## src/sv/lpr_pkg.sv

```systemverilog
// Package for the LRU page replacement block: sizes, field widths and the
// register map of the configuration port. No dependencies.
package lpr_pkg;

  localparam int FRAMES      = 4;
  localparam int PAGE_SIZE   = 16;
  localparam int ADDR_W      = 16;
  localparam int AGE_W       = 16;

  localparam int OFFSET_W    = $clog2(PAGE_SIZE);
  localparam int PAGE_W      = ADDR_W - OFFSET_W;
  localparam int FRAME_IDX_W = (FRAMES > 1) ? $clog2(FRAMES) : 1;
  localparam int FILL_W      = $clog2(FRAMES + 1);
  localparam int LIMIT_W     = 3;
  localparam int MISS_W      = 16;

  localparam logic [AGE_W-1:0]   AGE_MAX     = {AGE_W{1'b1}};
  localparam logic [MISS_W-1:0]  MISS_MAX    = {MISS_W{1'b1}};
  localparam logic [LIMIT_W-1:0] LIMIT_RESET = LIMIT_W'(3);

  // Register map: word index taken from paddr above the byte lanes.
  localparam int PADDR_W = 3;
  localparam logic REG_FRAMES_IN_USE = 1'b0;

  typedef logic [PAGE_W-1:0] page_t;
  typedef logic [AGE_W-1:0]  age_t;

endpackage

```

## src/sv/lru_page_replacement.sv

```systemverilog
// Top level of the LRU page replacement block (aging counters).
// Depends on lpr_pkg for sizes, widths and the register map.
//
// Usage
//   A request is an access address on in_access_address, taken at a rising
//   edge where start is high and busy is low. busy is held low: a request
//   may be issued in every cycle.
//   The address is split into a page number and an in-page offset. The
//   resident frames are searched for the page; a hit clears that frame's
//   age, a miss fills the next free frame while the frames_in_use limit
//   allows, and otherwise replaces the oldest frame (lowest index on a tie).
//   Every occupied frame then ages by one, saturating.
//   Pipeline: the request is captured in an input register, the lookup and
//   update are done in the following cycle and the answer is captured in
//   the result register, so out_valid is high for one cycle. Throughput is
//   one request per cycle, set by the single lookup-and-update stage, which
//   reads the state left by the previous request.
//   The receiver cannot stall: each result is shown for exactly one cycle.
//   Reset (rst_n low, synchronous) empties all frames, clears the ages and
//   the miss total, drops any request in flight and sets frames_in_use to 3.
//   frames_in_use sits at byte address 0 of the APB port; pready is always
//   high and it should only be written while no request is in flight.
module lru_page_replacement
  import lpr_pkg::*;
(
  input  logic                   clk,
  input  logic                   rst_n,
  // request channel
  input  logic                   start,
  output logic                   busy,
  input  logic [ADDR_W-1:0]      in_access_address,
  // result channel
  output logic                   out_valid,
  output logic                   out_hit,
  output logic [FRAME_IDX_W-1:0] out_frame_index,
  output logic [PAGE_W-1:0]      out_page_number,
  output logic [OFFSET_W-1:0]    out_page_offset,
  output logic                   out_evicted,
  output logic [PAGE_W-1:0]      out_evicted_page,
  output logic [MISS_W-1:0]      out_miss_total,
  // configuration port
  input  logic                   psel,
  input  logic                   penable,
  input  logic                   pwrite,
  input  logic [PADDR_W-1:0]     paddr,
  input  logic [31:0]            pwdata,
  output logic [31:0]            prdata,
  output logic                   pready
);

  // Configuration register.
  logic [LIMIT_W-1:0] frames_in_use_r;
  logic               cfg_wr;

  // Input register.
  logic              in_vld_r;
  logic [ADDR_W-1:0] in_addr_r;

  // Replacement state. Page tags are only read for occupied frames, so
  // they carry no reset.
  page_t             frame_page_r [FRAMES];
  age_t              frame_age_r  [FRAMES];
  logic [FILL_W-1:0] filled_r;
  logic [MISS_W-1:0] miss_r;

  // Result register.
  logic                   out_valid_r;
  logic                   res_hit_r;
  logic [FRAME_IDX_W-1:0] res_slot_r;
  page_t                  res_page_r;
  logic [OFFSET_W-1:0]    res_offset_r;
  logic                   res_evict_r;
  page_t                  res_old_page_r;
  logic [MISS_W-1:0]      res_miss_r;

  // Next values.
  page_t                  page;
  logic [OFFSET_W-1:0]    offset;
  logic [LIMIT_W-1:0]     limit;
  logic                   hit;
  logic [FRAME_IDX_W-1:0] hit_slot;
  logic [FRAME_IDX_W-1:0] old_slot;
  logic [FRAME_IDX_W-1:0] slot;
  logic                   fill;
  logic                   evict;
  logic [FILL_W-1:0]      filled_nxt;
  logic [MISS_W-1:0]      miss_nxt;
  age_t                   frame_age_nxt [FRAMES];
  page_t                  old_page;

  // ---------------------------------------------------------------------
  // APB port. Word index sits above the two byte-lane bits.
  // ---------------------------------------------------------------------
  assign pready = 1'b1;
  assign cfg_wr = psel && penable && pwrite && pready
                  && (paddr[PADDR_W-1] == REG_FRAMES_IN_USE);

  always_comb begin
    prdata = '0;
    if (paddr[PADDR_W-1] == REG_FRAMES_IN_USE) begin
      prdata = 32'(frames_in_use_r);
    end
  end

  always_ff @(posedge clk) begin
    if (!rst_n) begin
      frames_in_use_r <= LIMIT_RESET;
    end else if (cfg_wr) begin
      frames_in_use_r <= pwdata[LIMIT_W-1:0];
    end
  end

  // ---------------------------------------------------------------------
  // Input register. A request is taken in every cycle that start is high.
  // ---------------------------------------------------------------------
  assign busy = 1'b0;

  always_ff @(posedge clk) begin
    if (!rst_n) begin
      in_vld_r <= 1'b0;
    end else begin
      in_vld_r <= start && !busy;
    end
  end

  always_ff @(posedge clk) begin
    if (start && !busy) begin
      in_addr_r <= in_access_address;
    end
  end

  // ---------------------------------------------------------------------
  // Lookup and update.
  // ---------------------------------------------------------------------
  assign page   = in_addr_r[ADDR_W-1:OFFSET_W];
  assign offset = in_addr_r[OFFSET_W-1:0];

  // A limit of zero behaves as one, anything above the frame count as the
  // frame count.
  always_comb begin
    if (frames_in_use_r == '0) begin
      limit = LIMIT_W'(1);
    end else if (32'(frames_in_use_r) > FRAMES) begin
      limit = LIMIT_W'(FRAMES);
    end else begin
      limit = frames_in_use_r;
    end
  end

  // Hit search over occupied frames; the lowest index wins.
  always_comb begin
    hit      = 1'b0;
    hit_slot = '0;
    for (int i = FRAMES - 1; i >= 0; i--) begin
      if ((FILL_W'(i) < filled_r) && (frame_page_r[i] == page)) begin
        hit      = 1'b1;
        hit_slot = FRAME_IDX_W'(i);
      end
    end
  end

  // Oldest occupied frame; a strict compare keeps the lowest index on ties.
  always_comb begin
    old_slot = '0;
    for (int i = 1; i < FRAMES; i++) begin
      if ((FILL_W'(i) < filled_r) && (frame_age_r[i] > frame_age_r[old_slot])) begin
        old_slot = FRAME_IDX_W'(i);
      end
    end
  end

  always_comb begin
    fill       = !hit && (32'(filled_r) < 32'(limit));
    evict      = !hit && !fill;
    filled_nxt = fill ? filled_r + FILL_W'(1) : filled_r;
    miss_nxt   = (!hit && miss_r != MISS_MAX) ? miss_r + MISS_W'(1) : miss_r;
    old_page   = frame_page_r[old_slot];
    if (hit) begin
      slot = hit_slot;
    end else if (fill) begin
      slot = filled_r[FRAME_IDX_W-1:0];
    end else begin
      slot = old_slot;
    end
  end

  // The touched frame restarts at zero, then every occupied frame ages.
  always_comb begin
    for (int i = 0; i < FRAMES; i++) begin
      frame_age_nxt[i] = (FRAME_IDX_W'(i) == slot) ? '0 : frame_age_r[i];
      if ((FILL_W'(i) < filled_nxt) && (frame_age_nxt[i] != AGE_MAX)) begin
        frame_age_nxt[i] = frame_age_nxt[i] + AGE_W'(1);
      end
    end
  end

  always_ff @(posedge clk) begin
    if (!rst_n) begin
      filled_r <= '0;
      miss_r   <= '0;
      for (int i = 0; i < FRAMES; i++) begin
        frame_age_r[i] <= '0;
      end
    end else if (in_vld_r) begin
      filled_r <= filled_nxt;
      miss_r   <= miss_nxt;
      for (int i = 0; i < FRAMES; i++) begin
        frame_age_r[i] <= frame_age_nxt[i];
      end
    end
  end

  always_ff @(posedge clk) begin
    if (in_vld_r && !hit) begin
      frame_page_r[slot] <= page;
    end
  end

  // ---------------------------------------------------------------------
  // Result register.
  // ---------------------------------------------------------------------
  always_ff @(posedge clk) begin
    if (!rst_n) begin
      out_valid_r <= 1'b0;
    end else begin
      out_valid_r <= in_vld_r;
    end
  end

  always_ff @(posedge clk) begin
    if (in_vld_r) begin
      res_hit_r      <= hit;
      res_slot_r     <= slot;
      res_page_r     <= page;
      res_offset_r   <= offset;
      res_evict_r    <= evict;
      res_old_page_r <= evict ? old_page : '0;
      res_miss_r     <= miss_nxt;
    end
  end

  assign out_valid        = out_valid_r;
  assign out_hit          = res_hit_r;
  assign out_frame_index  = res_slot_r;
  assign out_page_number  = res_page_r;
  assign out_page_offset  = res_offset_r;
  assign out_evicted      = res_evict_r;
  assign out_evicted_page = res_old_page_r;
  assign out_miss_total   = res_miss_r;

endmodule

```

## config.mk

```make
export PLATFORM = sky130hd
export DESIGN_NAME = lru_page_replacement
export DESIGN_NICKNAME = d
export VERILOG_FILES = /design/src/sv/lpr_pkg.sv /design/src/sv/lru_page_replacement.sv
export SDC_FILE = /design/constraint.sdc
export NUM_CORES = 1
export LEC_CHECK = 0
export ABC_AREA = 1
export BUFFER_PORTS_ARGS = -buffer_cell sky130_fd_sc_hd__buf_2
export CAP_MARGIN = 40
export CORE_ASPECT_RATIO = 0.8
export CORE_MARGIN = 5
export CORE_UTILIZATION = 50
export CTS_BUF_LIST = sky130_fd_sc_hd__clkbuf_4 sky130_fd_sc_hd__clkbuf_8 sky130_fd_sc_hd__clkbuf_16
export CTS_CLUSTER_DIAMETER = 200
export DETAILED_ROUTE_END_ITERATION = 8
export PLACE_DENSITY = 0.7
export SLEW_MARGIN = 40
export SYNTH_ARGS = -nofsm -noshare
export SYNTH_HDL_FRONTEND = slang
export SYNTH_SLANG_ARGS = --single-unit
```

## constraint.sdc

```tcl
create_clock -name clk -period 15 [get_ports clk]
set_clock_uncertainty 0.05 [all_clocks]
set_input_delay 1.5 -clock clk [delete_from_list [all_inputs] [get_ports clk]]
set_output_delay 1.5 -clock clk [all_outputs]
set_load 0.01 [all_outputs]
```

* Word-level counts from Yosys, hierarchy flattened
Memory sizes are Yosys's and may differ from the RTL's. A register that Yosys moved wholly into a read port is not among the register bits. Index checks and enable logic that the tools add are counted.
Storage, ports and cells: register bits after elaboration 76, bits in writable memories 112, input bits 57, output and inout port bits 83, word-level logic and storage cells 109, memories kept 2
Operators by class: add/subtract/negate cells 6, order comparisons 13, eq/ne operators 12, mux-type cells 36, bitwise logic cells 5, reductions and logical operators 23
Memory list:
- frame_age_r | depth 4, width 16, rd ports 6, clocked after memory_dff 0, wr ports 4, line lru_page_replacement.sv:62 | age_t frame_age_r [FRAMES];
- frame_page_r | depth 4, width 12, rd ports 5, clocked after memory_dff 1, wr ports 1, line lru_page_replacement.sv:61 | page_t frame_page_r [FRAMES];
Operators by type and width (count):
- $mux 16 | 13
- $add 16x1->16 const B | 5
- $ne 16x16->1 const B | 5
- $eq 12x12->1 | 4
- $gt 16x16->1 | 3
- $logic_and 1x1->1 | 18
- $mux 2 | 8
- $lt 1x3->1 const A | 4
- $lt 2x3->1 const A | 4
- $mux 3 | 4
- $mux 1 | 11
- $eq 2x2->1 const A | 2
- $or 1x1->1 | 4
- $add 3x1->3 const B | 1
- $gt 3x3->1 const B | 1
- $logic_not 1->1 | 3
- $logic_not 3->1 | 1
- $lt 3x3->1 | 1
- $eq 1x2->1 const A | 1
- $logic_not 2->1 | 1
- $not 1->1 | 1

* Logic depth before layout (Yosys ltp)
Gate-level depths: netlist of the first run. An unclocked memory read counts as a cell.
word-level depth 20, mapped depth 59, depth with buffers taken out 54

* Worst setup path after synthesis of the first run
No wires, ideal clock.
path type reg2reg, start point memory frame_age_r[1][1] (netlist name), end point memory frame_age_r[3][9] (netlist name), data pin, library setup time 0.274 ns, arrival time 5.806 ns, data required time 14.676 ns, setup slack 8.870 ns, stages on the path, launching flop included 49, cells stage by stage edfxtp_1 -> ha_1 -> inv_1 -> o21bai_1 -> nand2_1 -> nand2_1 -> nand2_1 -> nand2_1 -> nand2_1 -> a21oi_2 -> clkbuf_1 -> nand2_1 -> o21ai_0 -> ha_1 -> a21oi_1 -> o21ai_0 -> a21oi_1 -> nand2_1 -> (+13 left out) -> nand2_8 -> nand2_4 -> buf_8 -> buf_6 -> buf_2 -> nand2_1 -> inv_1 -> ha_1 -> nand2_1 -> inv_1 -> nand3_1 -> nor2_8 -> nand2_4 -> nor2_1 -> nor2_4 -> buf_6 -> nand2_1 -> a21oi_2
RTL lines (line):
- from (decl) | lru_page_replacement.sv:62

==> results of run 1 <==
worst min-delay path by stage:
stage | from | endpoint | slack (ps) | cells after the start
final | in_addr_r[1] | out_page_offset[1] | 380 | 0
after global routing | in_addr_r[1] | out_page_offset[1] | 400 | 0
after CTS | in_addr_r[1] | out_page_offset[1] | 380 | 0
after detailed placement | in_addr_r[0] | out_page_offset[0] | 360 | 0
after global placement | in_addr_r[3] | out_page_offset[3] | 350 | 0
after floorplan | in_addr_r[0] | out_page_offset[0] | 350 | 0
power groups by stage:
stage	Clock (µW)	Sequential [µW]	Combinational [µW]
finish	516	665	177
global route	543	668	200
CTS	522	664	176
detailed placement	0	676	174
global placement	0	676	169
floorplan	0	672	128
synthesized netlist by cell type (all sizes together) (4+ instances only):
library cell	instances	area, µm²
inv	216	811
o211ai	15	113
xnor2	16	140
clkbuf	21	78.8
dfxtp	24	480
nand3b	5	41.3
o21ai	77	412
buf	48	364
nor4	4	25.0
nand3	115	648
o22ai	4	25.0
nand2	511	2030
xor2	23	201
nor2	208	877
a31oi	4	31.3
nand4	37	238
a21oi	95	513
ha	56	701
edfxtp	176	5290
nor3	11	60.1
layout by cell type (no fill, tap or decap), types with 5 or more instances in the layout:
cell type | Yosys | final
edfxtp_1 | 176 | 176
nand2_2 | 21 | 22
dfxtp_1 | 24 | 23
a21oi_1 | 85 | 85
nor2_4 | 7 | 7
a21oi_2 | 10 | 9
xnor2_1 | 16 | 16
nor2_2 | 11 | 14
nor3_1 | 10 | 10
o21ai_0 | 67 | 67
xor2_1 | 23 | 23
o21ai_1 | 5 | 5
nor2_1 | 189 | 186
inv_2 | 23 | 23
o211ai_1 | 15 | 15
inv_1 | 193 | 193
ha_1 | 56 | 56
clkbuf_16 | 0 | 17
nand4_1 | 36 | 36
buf_2 | 6 | 77
conb_1 | 2 | 31
nand2_4 | 6 | 6
nand3_2 | 7 | 7
nand3_1 | 105 | 105
nand2_1 | 483 | 481
logic make-up (layout without fill, tap and decap cells):
group,after synthesis,in the layout,synth area share [%]
XOR/XNOR,39,39,2.58
adder cells (fa/ha/maj),56,56,5.30
other,2,32,0.0568
AO/OA/AOI/OAI,207,207,9.00
buffers and inverters,288,332,9.60
AND/OR/NAND/NOR,896,896,29.9
flip-flops,200,200,43.6
final cells by class:
| class | instances | area share (%) |
|---|---|---|
| Sequential cell | 200 | 39.9 |
| Clock buffer | 17 | 2.94 |
| Inverter | 219 | 5.72 |
| Multi-Input combinational cell | 1229 | 43.8 |
| Clock inverter | 15 | 1.60 |
| Antenna cell | 1 | 0.0173 |
| Tap cell | 357 | 3.09 |
| Timing Repair Buffer | 81 | 2.87 |
metal layers:
layer	track usage, %	wire length (µm)
met1	34.7	16100
met2	34.8	15000
met3	4.13	2950
met4	4.96	363
met5	0	13
sequential cells by signal, indices dropped and copies added (netlist names):
register / flops
out_valid: 1
frame_page_r: 48
out_page_offset: 4
out_evicted_page: 12
filled_r: 3
out_frame_index: 2
frame_age_r: 64
out_hit: 1
out_evicted: 1
in_vld_r: 1
out_miss_total: 16
in_addr_r: 16
miss_r: 16
out_page_number: 12
frames_in_use_r: 3
metrics by stage:
stage / hold slack [ps] / cells / power, µW / area (µm²)
floorplan: 350 / 1717 / 799 / 13300
global placement: 352 / 2086 / 844 / 13800
detailed placement: 361 / 2086 / 851 / 13800
CTS: 381 / 2118 / 1360 / 14400
global route: 400 / 2118 / 1410 / 14400
finish: 380 / 2119 / 1360 / 14500
worst max-delay path, delay by kind of cell, from the launching register on:
kind | cells | cell delay [ps]
simple gates | 25 | 4160
compound gates | 6 | 1540
fa+ha+maj | 4 | 1320
flops | 1 | 420
buf+inv | 4 | 330
==> metrics.md, run 1 <==
| Metric | Value |
|---|---|
| Post-Syn Area | 13,200 µm² |
| Die Y-Extent | 155 µm |
| Final hold vios | 0 |
| Total number of vias | 11,600 |
| DR iter-0 viols | 1,087 |
| RSZ-0062 raised after global routing | false |
| Largest net degree at the start of global routing | 77 |
| Setup slack after layout | 6980 ps |
| Register area | 5770 µm² |
| Global-route wire length before repair | 54.7 mm |
| Post-CTS Resized | 0 |
| Multi-input combinational cell area | 6330 µm² |
| LEAKAGE | 0.00635 µW |
| IO Pins | 140 |
| Worst R2R Start | frame_age_r[0][1] |
| Post-Place Setup Slack | 7130 ps |
| Final ANT Viol Nets | 0 |
| Setup CP Type | reg2reg |
| CP Capture Type | flip-flop |
| Site Rows | 53 |
| Distinct cells, synth | 54 |
| Register clock-pin slew on the reported worst setup and hold paths | 90 ps |
| Setup Buffers After CTS | 0 |
| Critical Path End | frame_age_r[2][9] |
| Max Root-Sink Buffers | 2 |
| Max Cap Viol | 0 |
| Root Buffer | clkbuf_16 |
| Status | completed |
| TNS Setup | 0 ps |
| Cell internal pwr | 931 µW |
| Worst hold-check path type | reg2reg |
| Worst path slowest cell | a21oi_4 |
| CP Launch Type | flip-flop |
| CTS Buf Count | 17 |
| RD Place Congestion | 0.945 |
| Slew @ Worst Pin | 818 ps |
| CP most frequent cell | nand2_1 |
| Final min period | 8020 ps |
| Pre-antenna DRT Iters | 6 |
| Vias in the first global route | 10,500 |
| Flop pwr share | 49.0% |
| CTS tree | built |
| Fillers | 2,412 |
| Die ar. | 29,800 µm² |
| Global route total overflow | 0 |
| HPWL after DPL | 25.0 mm |
| Comb pwr share | 13.1% |
| Syn_area_per_cell | 7.84 µm² |
| Seq/Total Area, Yosys | 43.6% |
| Clock Sinks | 200 |
| Initial Util | 50.5% |
| Psw | 427 µW |
| Crit share post-route | 53.5% |
| Drt drc | 0 |
| Worst-Skew Late Latency | 460 ps |
| Critical path launch point | frame_age_r[0][1] |
| F_max | 125 MHz |
| Tot GR Track Use | 23.0% |
| Total wire length | 34.4 mm |
| Reg2reg setup slack | 6980 ps |
| Nets@finish | 1,861 |
| PwrDens | 94.0 nW/µm² |
| Slew margin rel. | 45.4% |
| Worst path required time | 15,250 ps |
| Mapped Cells | 1,688 |
| Power share of the clock group | 38.0% |
| Layout cells sized above 1 | 12.5% |
| Max-slew violation count | 0 |
| R2R Path End | frame_age_r[2][9] |
| CP arrival | 8270 ps |
| CORE AREA | 26,200 µm² |
| Switch share | 31.4% |
| Worst r2r path cells | 39 |
| H-tree depth | 4 |
| CTS Hold Bufs | 0 |
| Share of the core filled with cells | 55.2% |
| Worst ir drop on vdd | 83.9 µV |
| Syn. warnings | 0 |
| WL per Instance | 16.2 µm |
| Worst Path Max Fanout | 37 |
| Flops & latches, synth | 200 |
| Area delta synth->final | 9.24% |
| Main synth FF type | edfxtp_1 |
| Largest stage delay on the critical path | 560 ps |
| Post-synth EDFFs | 176 |
| Final setup violation count | 0 |
| Post-DR vias/cell | 5.45 |
| Async set or reset register ratio after synthesis | 0% |
| PortBufs | 77 |
| Die Width | 192 µm |
| Initial antenna violation count | 1 |
No activity file was read; power rests on OpenSTA's default activity.
==> inputs of run 2 (changes only) <==
clock period = 7.91 ns   (was 15 ns; I/O delays follow)
==> run 2 against run 1 <==
Non-clock buffer count grew 5. Core utilization grew 0.21 points. Total power grew 90%. First-iteration DRC count grew 2.6%. Global-route usage shrank 0.075 points. Fmax grew 12%.
==> metrics.md, run 2 (synthesis results as in run 1) <==
| Metric | Value |
|---|---|
| Status | completed |
| H-tree depth | 4 (unchanged) |
| Register clock-pin slew on the reported worst setup and hold paths | 100 ps (about the same) |
| Final ANT Viol Nets | 0 (unchanged) |
| Reg2reg setup slack | 720 ps (-6260 ps) |
| Final setup violation count | 0 (unchanged) |
| Global route total overflow | 0 (unchanged) |
| Critical path launch point | frame_age_r[1][5] |
| CP most frequent cell | nand2_1 |
| Worst-Skew Late Latency | 450 ps (about the same) |
| Largest net degree at the start of global routing | 77 (unchanged) |
| Worst hold-check path type | reg2reg |
| Worst path slowest cell | edfxtp_1 |
| Total number of vias | 11,400 (-0.92%) |
| Worst Path Max Fanout | 34 (-8.1%) |
| Final min period | 7190 ps (-834 ps) |
| PwrDens | 178 nW/µm² (+90%) |
| Critical Path End | frame_age_r[3][6] |
| Vias in the first global route | 10,400 (-0.44%) |
| Max Cap Viol | 0 (unchanged) |
| WL per Instance | 15.9 µm (-1.8%) |
| Register area | 5770 µm² (unchanged) |
| Fillers | 2,405 (-0.29%) |
| Slew @ Worst Pin | 791 ps (-27.0 ps) |
| Commonest cells after routing, fill and taps aside | nand2_1 (481), inv_1 (193), nor2_1 (187) |
| DR iter-0 viols | 1,115 (+2.6%) |
| Crit share post-route | 90.9% (+37 points) |
| TNS Setup | 0 ps (unchanged) |
| CTS Buf Count | 17 (unchanged) |
| Max Root-Sink Buffers | 2 (unchanged) |
| Most flop-heavy register | frame_age_r |
| Bufs and invs on worst path | 3 (-1) |
| CP Launch Type | flip-flop |
| RD Place Congestion | 0.927 (-1.9%) |
| Die Width | 192 µm (unchanged) |
| CTS tree | built |
| Final hold vios | 0 (unchanged) |
| Biggest regs | frame_age_r x64, frame_page_r x48 |
| Final Cell Area | 14,500 µm² (+0.39%) |
| Total wire length | 33.9 mm (-1.6%) |
| Max reg flops | 64 (unchanged) |
| Cell area after placement | 13,800 µm² (+0.16%) |
| Worst R2R Start | frame_age_r[1][5] |
| Met3 wire length | 3.31 mm (+12%) |
| LEAKAGE | 0.00640 µW (+0.83%) |
| Post-DR vias/cell | 5.39 (-1.2%) |
| Slew margin rel. | 47.2% (+1.8 points) |
| CP arrival | 7430 ps (-840 ps) |
| Die Y-Extent | 155 µm (unchanged) |
| PortBufs | 77 (unchanged) |
| Drt drc | 0 (unchanged) |
| Initial Util | 50.5% (unchanged) |
| Max-slew violation count | 0 (unchanged) |
| Wire length on met1 | 15.8 mm (-2.1%) |
| Share of the core filled with cells | 55.4% (+0.21 points) |
| F_max | 139 MHz (+12%) |
| HPWL after DPL | 24.6 mm (-1.6%) |
| Pre-antenna DRT Iters | 6 (unchanged) |
| Worst path required time | 8150 ps (-7100 ps) |
| Highest Signal Layer | met5 |
| Delay-heaviest family, CP | simple AND/OR/NAND/NOR gates |
| Most common cell after layout, fill and taps aside | nand2_1 |
| Global-route wire length before repair | 54.5 mm (-0.39%) |
| Clock Sinks | 200 (unchanged) |
| Met2 wire len | 14.4 mm (-4.1%) |
| Setup CP Type | reg2reg |
| CP Depth | 45 (+15%) |
| CORE AREA | 26,200 µm² (unchanged) |
| Worst ir drop on vdd | 145 µV (+73%) |
| Tot GR Track Use | 23.0% (-0.075 points) |
| Multi-input combinational cell area | 6330 µm² (about the same) |
| Die ar. | 29,800 µm² (unchanged) |
| Worst r2r path cells | 45 (+15%) |
| CTS Hold Bufs | 0 (unchanged) |
| Largest stage delay on the critical path | 520 ps (-40 ps) |
| RSZ-0062 raised after global routing | false |
| IO Pins | 140 (unchanged) |
| Initial antenna violation count | 2 (+1) |
| CP Capture Type | flip-flop |
| Nets@finish | 1,866 (+0.27%) |
| Layout cells sized above 1 | 12.7% (+0.25 points) |
| Area delta synth->final | 9.67% |
| R2R Path End | frame_age_r[3][6] |
| Root Buffer | clkbuf_16 |
| Site Rows | 53 (unchanged) |
-- run 2: area by class of cell --
cell class | count | share of cell area (%)
well taps | 357 | 3.08
diodes | 1 | 0.0173
inverters | 219 | 5.70
multi-input cells | 1229 | 43.7
clock buffers | 17 | 2.93
repair buffers | 86 | 3.15
clock inverters | 15 | 1.71
flip-flops and latches | 200 | 39.8
-- run 2: per-stage QoR --
step,hold slack [ps],power [µW],cells,worst slack [ps]
2_1_floorplan,350,1520,1717,1780
3_3_place_gp,351,1600,2091,807
3_5_place_dp,358,1610,2091,625
4_1_cts,382,2600,2123,572
5_1_grt,392,2700,2124,57.2
6_report,380,2580,2124,720
-- run 2: report_power, final --
group / total (µW) / internal [µW] / leakage [µW] / switching, µW
clock: 985 / 463 / 0.000326 / 522
combinational: 338 / 107 / 0.00416 / 230
sequential: 1260 / 1200 / 0.00191 / 57.6
-- run 2: worst min path at each step --
| stage | from | end | slack [ps] | cells after the start |
|---|---|---|---|---|
| 2_1_floorplan | in_addr_r[0] | out_page_offset[0] | 350 | 0 |
| 3_3_place_gp | in_addr_r[3] | out_page_offset[3] | 350 | 0 |
| 3_5_place_dp | in_addr_r[3] | out_page_offset[3] | 360 | 0 |
| 4_1_cts | in_addr_r[3] | out_page_offset[3] | 380 | 0 |
| 5_1_grt | in_addr_r[3] | out_page_offset[3] | 390 | 0 |
| 6_report | in_addr_r[3] | out_page_offset[3] | 380 | 0 |
-- run 2: repair_timing --
action	CTS	global route
setup buffers	0	0
resized for setup	0	8
setup endpoints to repair	0	31
-- run 2: layer usage --
layer  global-route usage (%)  up-vias
met5                        0        -
met4                     4.38        2
li1                         -     5626
met3                     4.73       36
met2                     34.4      464
met1                     34.7     5316
